===== src/hdl/ffha_pkg.sv =====
`timescale 1ns / 1ps
package ffha_pkg;

	localparam int HEAP_BYTES_DEF   = 4096;
	localparam int HEADER_BYTES_DEF = 8;
	localparam int REQ_W            = 13;
	localparam int ADDR_W           = 12;

	typedef enum logic [2:0] {
		ST_OK      = 3'd0,
		ST_FAIL    = 3'd1,
		ST_NOINIT  = 3'd2,
		ST_BADADDR = 3'd3,
		ST_DOUBLE  = 3'd4
	} status_t;

	typedef enum logic [3:0] {
		DP_NOP,
		DP_LOAD,
		DP_INIT,
		DP_START,
		DP_RD_CUR,
		DP_STEP,
		DP_RD_BLK,
		DP_CAP_BLK,
		DP_SPLIT_REM,
		DP_ALLOC_LINK,
		DP_ALLOC_CUR,
		DP_FREE_WR,
		DP_LINK_PREV,
		DP_DONE
	} dp_op_t;

	typedef struct packed {
		dp_op_t  op;
		status_t st;
	} dp_cmd_t;

	typedef struct packed {
		logic is_alloc;
		logic ready;
		logic addr_bad;
		logic cur_nil;
		logic cur_gt_blk;
		logic cur_eq_blk;
		logic fits;
		logic split;
		logic prev_nil;
		logic merge_prev;
		logic out_free;
	} dp_flags_t;

	typedef enum logic [3:0] {
		S_IDLE,
		S_DISPATCH,
		S_INIT,
		S_ASTART,
		S_ACHK,
		S_AEVAL,
		S_ALINK,
		S_ACUR,
		S_FCAP,
		S_FCHK,
		S_FEVAL,
		S_FNXT,
		S_FLINK,
		S_DONE
	} state_t;

endpackage


===== src/hdl/ffha_ctrl.sv =====
`timescale 1ns / 1ps
module ffha_ctrl
	import ffha_pkg::*;
(
	input  logic      clk,
	input  logic      arst_n,
	input  logic      in_valid,
	output logic      in_stall,
	input  dp_flags_t flags,
	output dp_cmd_t   cmd
);

	state_t  state_q, state_d;
	status_t st_q, st_d;

	always_ff @(posedge clk or negedge arst_n) begin
		if (!arst_n) begin
			state_q <= S_IDLE;
			st_q    <= ST_OK;
		end else begin
			state_q <= state_d;
			st_q    <= st_d;
		end
	end

	assign in_stall = (state_q != S_IDLE);

	always_comb begin
		state_d = state_q;
		st_d    = st_q;
		cmd.op  = DP_NOP;
		cmd.st  = st_q;
		unique case (state_q)
			S_IDLE: begin
				if (in_valid) begin
					cmd.op  = DP_LOAD;
					state_d = S_DISPATCH;
				end
			end
			S_DISPATCH: begin
				if (flags.is_alloc) begin
					state_d = flags.ready ? S_ASTART : S_INIT;
				end else if (!flags.ready) begin
					st_d    = ST_NOINIT;
					state_d = S_DONE;
				end else if (flags.addr_bad) begin
					st_d    = ST_BADADDR;
					state_d = S_DONE;
				end else begin
					cmd.op  = DP_RD_BLK;
					state_d = S_FCAP;
				end
			end
			S_INIT: begin
				cmd.op  = DP_INIT;
				state_d = S_ASTART;
			end
			S_ASTART: begin
				cmd.op  = DP_START;
				state_d = S_ACHK;
			end
			S_ACHK: begin
				if (flags.cur_nil) begin
					st_d    = ST_FAIL;
					state_d = S_DONE;
				end else begin
					cmd.op  = DP_RD_CUR;
					state_d = S_AEVAL;
				end
			end
			S_AEVAL: begin
				if (!flags.fits) begin
					cmd.op  = DP_STEP;
					state_d = S_ACHK;
				end else if (flags.split) begin
					cmd.op  = DP_SPLIT_REM;
					state_d = S_ALINK;
				end else begin
					cmd.op  = DP_ALLOC_LINK;
					state_d = S_ACUR;
				end
			end
			S_ALINK: begin
				cmd.op  = DP_ALLOC_LINK;
				state_d = S_ACUR;
			end
			S_ACUR: begin
				cmd.op  = DP_ALLOC_CUR;
				st_d    = ST_OK;
				state_d = S_DONE;
			end
			S_FCAP: begin
				cmd.op  = DP_CAP_BLK;
				state_d = S_FCHK;
			end
			S_FCHK: begin
				if (flags.cur_nil || flags.cur_gt_blk) begin
					// fetch the following block for a possible merge
					if (!flags.cur_nil)
						cmd.op = DP_RD_CUR;
					state_d = S_FNXT;
				end else if (flags.cur_eq_blk) begin
					st_d    = ST_DOUBLE;
					state_d = S_DONE;
				end else begin
					cmd.op  = DP_RD_CUR;
					state_d = S_FEVAL;
				end
			end
			S_FEVAL: begin
				cmd.op  = DP_STEP;
				state_d = S_FCHK;
			end
			S_FNXT: begin
				cmd.op  = DP_FREE_WR;
				state_d = S_FLINK;
			end
			S_FLINK: begin
				if (!flags.prev_nil && !flags.merge_prev)
					cmd.op = DP_LINK_PREV;
				st_d    = ST_OK;
				state_d = S_DONE;
			end
			S_DONE: begin
				if (flags.out_free) begin
					cmd.op  = DP_DONE;
					state_d = S_IDLE;
				end
			end
			default: state_d = S_IDLE;
		endcase
	end

endmodule


===== config.mk =====
export PLATFORM = sky130hd
export DESIGN_NAME = ffha_ctrl
export DESIGN_NICKNAME = d
export VERILOG_FILES = /design/src/hdl/ffha_pkg.sv /design/src/hdl/ffha_ctrl.sv
export SDC_FILE = /design/constraint.sdc
export NUM_CORES = 1
export LEC_CHECK = 0
export BUFFER_PORTS_ARGS = -buffer_cell sky130_fd_sc_hd__buf_2
export CELL_PAD_IN_SITES_DETAIL_PLACEMENT = 0
export CELL_PAD_IN_SITES_GLOBAL_PLACEMENT = 1
export CORE_ASPECT_RATIO = 1.25
export CORE_MARGIN = 5
export CORE_UTILIZATION = 32
export CTS_CLUSTER_SIZE = 28
export DETAILED_ROUTE_END_ITERATION = 7
export PLACE_DENSITY = 0.73
export SETUP_SLACK_MARGIN = 0.2
export SYNTH_ARGS = -nofsm -noshare
export SYNTH_HDL_FRONTEND = slang
export SYNTH_SLANG_ARGS = --single-unit
export TNS_END_PERCENT = 10

===== constraint.sdc =====
create_clock -name clk -period 1.7 [get_ports clk]
set_input_delay 0.34 -clock clk [delete_from_list [all_inputs] [get_ports clk]]
set_output_delay 0.34 -clock clk [all_outputs]
set_load 0.02 [all_outputs]

; ---- Word-level counts from Yosys, hierarchy flattened
; Cells that the tools add are included.
[totals]
regBits = 7
inputBits = 14
elab_cells = 64
[classes]
n_eq_ne = 20
mux = 31
reduce_logical = 11
[ops]
columns = operator, count
row1 = 4-bit one-hot mux with 14 select lines, 1
row2 = 4-bit one-hot mux with 12 select lines, 1
row3 = 3-bit two-way mux, 15
row4 = 4-bit two-way mux, 8
row5 = "4-bit equality test, second input constant", 6
row6 = "4-bit by 3-bit equality test with 1-bit output, second input constant", 4
row7 = "2-bit != test, second input constant", 6
row8 = 3-bit one-hot mux with 4 select lines, 1
row9 = "4-bit by 2-bit equality test with 1-bit output, second input constant", 2
row10 = 4-bit nonzero test, 2
row11 = 6-bit AND reduction, 1
row12 = "4-bit by 1-bit equality test with 1-bit output, second input constant", 1
row13 = 4-bit logical NOT, 1
row14 = 1-bit two-way mux, 4
row15 = 2-bit OR reduction, 2
row16 = "3-bit != test, second input constant", 1
row17 = 1-bit logical NOT, 2
row18 = 2-bit two-way mux, 1
row19 = 2-bit AND reduction, 1
row20 = 1-bit logical AND, 1
row21 = 1-bit logical OR, 1

; ---- Logic depth before layout (Yosys ltp)
[depth]
ltp_word = 4
depth_mapped = 5
mapped_depth_nobuf = 4

; ---- Worst setup path before layout
; OpenSTA, ideal clock, no wires.
[synth_timing]
kind = reg2out
startpoint = register state_q[2]
endpoint = output cmd[5] (netlist name)
t_arrival_ns = 1.454
required_ns = 1.360
slack_ns = -0.094
path_stages_with_launch = 6
n_path_buf = 1
cell_sequence = dfrtp_1 > buf_6 > or3b_4 > nor4b_1 > a31oi_1 > o211ai_1
[synth_rtl]
columns = element, line_no
row1 = from (decl), ffha_ctrl.sv:13  ; state_t state_q, state_d;
row2 = from (signal assigned), ffha_ctrl.sv:21  ; state_q <= state_d;
row3 = to (decl), ffha_ctrl.sv:10  ; output dp_cmd_t cmd

==> impl_metrics.env <==
export IMPL_outcome="finished with violations"
export IMPL_violations="negative setup slack"
export IMPL_synth_avg_cell_area_um2=7.63
export IMPL_drv_cap=0
export IMPL_power_switching_uw=1090
export IMPL_wire_per_inst_um=15.2
export IMPL_power_density_nw_per_um2=1970
export IMPL_synth_cells=99
export IMPL_die_y_um=64.3
export IMPL_portBuffers=21
export IMPL_dp_hpwl_um=1960
export IMPL_clock_latency_ns=0.25
export IMPL_period_share_pct=119
export IMPL_cts_buffer_depth=2
export IMPL_cts_inserted_buffers=3
export IMPL_final_hold_viol_count=0
export IMPL_clkPwrFrac_pct=6.9
export IMPL_antenna_found_initial=0
export IMPL_max_freq_mhz=493
export IMPL_synth_cell_type_count=37
export IMPL_die_area_um2=3440
export IMPL_globalplace_congestion=0.886
export IMPL_endpoint_kind="output pin"
export IMPL_drtIter0Drc=38
export IMPL_final_max_slew_viol_count=0
export IMPL_p_leak_uw=0.000507
export IMPL_clk_pin_slew_ns=0.06
export IMPL_finalSetupViolCount=5
export IMPL_cp_max_fo=5
export IMPL_power_share_switching_pct=47.6
export IMPL_cts_htree_levels=1
export IMPL_antenna_diode_count=0
export IMPL_track_usage_pct=15.8
export IMPL_syn_cell_area_um2=756
export IMPL_ys_seq_area_share_pct=23.2
export IMPL_grt_pass1_wl_um=4230
export IMPL_cts_tree="built"
export IMPL_pin_count=22
export IMPL_syn_to_final_growth_pct=53.8
export IMPL_drc=0
export IMPL_p_seq_share_pct=14.1
export IMPL_worst_pin_slew_ns=0.366
export IMPL_syn_nets=113
export IMPL_combPwrFrac_pct=79.0
export IMPL_path_class="flop to output pin"
export IMPL_cts_root_buf="clkbuf_4"
export IMPL_overflow=0
export IMPL_worstPathRequired_ns=1.36
export IMPL_arrival_ns=1.69
export IMPL_drt_antenna_violating_nets=0
export IMPL_grt_start_max_net_pins=18
export IMPL_yosysWarnings=0
export IMPL_grt_pass1_vias=980
export IMPL_internal_power_uw=1200
export IMPL_finish_utilization_pct=52.0
export IMPL_viasPerCell=5.57
export IMPL_vdd_drop_max_mv=0.926
export IMPL_drive_gt1_share_pct=46.5
export IMPL_num_vias=974
export IMPL_dieWidth_um=53.5
export IMPL_drt_pass1_iterations=4
export IMPL_wl_um=2650
export IMPL_rsz0062_at_grt="yes"
export IMPL_fin_skew_ns=0.00606
export IMPL_fin_hold_ws_ns=0.398
export IMPL_cts_sinks=7
export IMPL_start_util_pct=33.8
export IMPL_relSlewSlack_pct=75.6
export IMPL_hold_path_class="input port to flop"
export IMPL_finalCriticalPeriod_ns=2.03
export IMPL_ys_ff_latch=7
export IMPL_cp_start_kind="flop"
export IMPL_core_area_um2=2230
export IMPL_final_net_count=159
export IMPL_rows=19
export IMPL_setup_ws_ns=-0.327
-- kinds of logic (layout without fill, tap and decap cells) --
kind of cell    after synthesis  after routing  synth area share [%]
flops                         7              7                  23.2
buf+inv                      10             55                  6.46
compound gates               41             41                  37.4
simple gates                 39             39                  30.0
mux                           2              2                  2.98
-- timing repair --
item / in CTS / in global routing
endpoints found under the hold margin: 7 / 0
setup endpoints to repair: 8 / 11
hold buffers: 1 / 0
pin swaps: 3 / 2
gates resized for setup: 8 / 10
gates cloned: 0 / 0
setup buffers: 2 / 1
-- cells in the mapped netlist --
master	n	area share, %
and3b_1	1	1.2
or3_1	1	0.83
nor2b_1	3	2.5
o21a_1	1	0.99
or2_1	1	0.83
nor4_1	1	0.83
o22a_1	1	1.2
o221ai_1	2	2.3
a31oi_1	3	2.5
and2b_1	1	0.99
o2bb2ai_1	1	1.2
nand2b_1	6	5.0
nor2_2	1	0.83
nor3_1	2	1.3
a2bb2oi_1	2	2.3
o211a_1	1	1.3
or3b_4	1	1.5
nor3b_2	1	1.7
inv_1	3	1.5
o211ai_1	2	2.0
mux2_2	2	3.0
nand2_1	12	6.0
buf_6	1	1.5
o32ai_1	2	2.3
buf_2	3	2.0
nor3b_1	2	2.0
or2_2	1	0.83
a2111oi_4	1	3.6
nor2_1	3	1.5
o22ai_1	3	2.5
clkbuf_1	3	1.5
o21ai_0	4	2.6
nor4b_1	2	2.3
dfrtp_1	7	23
a21oi_1	15	9.9
o21ai_1	1	0.66
a211oi_1	2	2.0
-- critical path, cell delays in order (launching register included) --
cell	delay, ns
dfrtp_2	0.44
or3b_4	0.39
nor4b_2	0.27
a31oi_1	0.08
o211ai_1	0.10
buf_4	0.16
-- per-stage QoR --
stage	TNS [ns]	area, µm²	power [µW]	std cells	setup slack (ns)
floorplan	-0.0316	762	1320	99	-0.0316
global placement	-0.0795	1040	1900	167	-0.0563
detailed placement	-0.119	1040	1890	167	-0.0794
CTS	-1.08	1110	2150	174	-0.314
global route	-1.52	1160	2450	175	-0.424
finish	-1.15	1160	2290	175	-0.327
-- layout make-up --
cell class | instances | area, µm²
flip-flops and latches | 7 | 178
repair buffers | 48 | 332
fillers | 228 | 1070
clock buffers | 4 | 26.3
inverters | 3 | 11.3
well taps | 31 | 38.8
multi-input cells | 82 | 577
-- layer usage --
layer,global-route usage [%],vias to the layer above,wire length [µm],part of all wire (%)
li1,-,466,-,-
met4,4.47,0,38,1.4
met2,28.1,39,1450,55
met3,1.40,4,125,4.7
met5,0,-,0,0
met1,19.5,465,1040,39
-- final timing paths --
check                                 from    endpoint  slack (ns)  cells past startpoint
min in group asynchronous           arst_n  state_q[0]        0.45                      2
max in group asynchronous           arst_n  state_q[3]        1.09                      2
worst min register to register     st_q[2]     st_q[2]        0.51                      2
worst max-delay path            state_q[1]      cmd[5]       -0.33                      5
worst min-delay path              flags[0]  state_q[0]        0.40                      2
worst max register to register  state_q[1]  state_q[0]        0.04                      5
-- registers in the layout, summed over array words and instances, names as in the netlist --
signal and cells:
st_q 3, state_q 4
-- placed cells by master, fill, tap and decap left out, types with 2 or more instances in the layout --
cell type / n
buf_4: 27
buf_2: 17
a21oi_1: 14
nand2_1: 11
nand2b_1: 6
dfrtp_1: 5
o21ai_0: 4
inv_1: 3
a31oi_1: 3
nor2_1: 3
clkbuf_4: 3
buf_6: 3
nor3_1: 2
o221ai_1: 2
mux2_2: 2
nor3b_1: 2
o211ai_1: 2
o22ai_1: 2
o32ai_1: 2
a2bb2oi_1: 2
dfrtp_2: 2
-- power groups by stage --
stage	Clock [µW]	Sequential (µW)	Combinational [µW]
finish	158	321	1810
global route	175	333	1940
floorplan	0	321	997
global placement	0	307	1590
detailed placement	0	311	1580
CTS	154	309	1690
No activity file was read; power rests on OpenSTA's default activity.
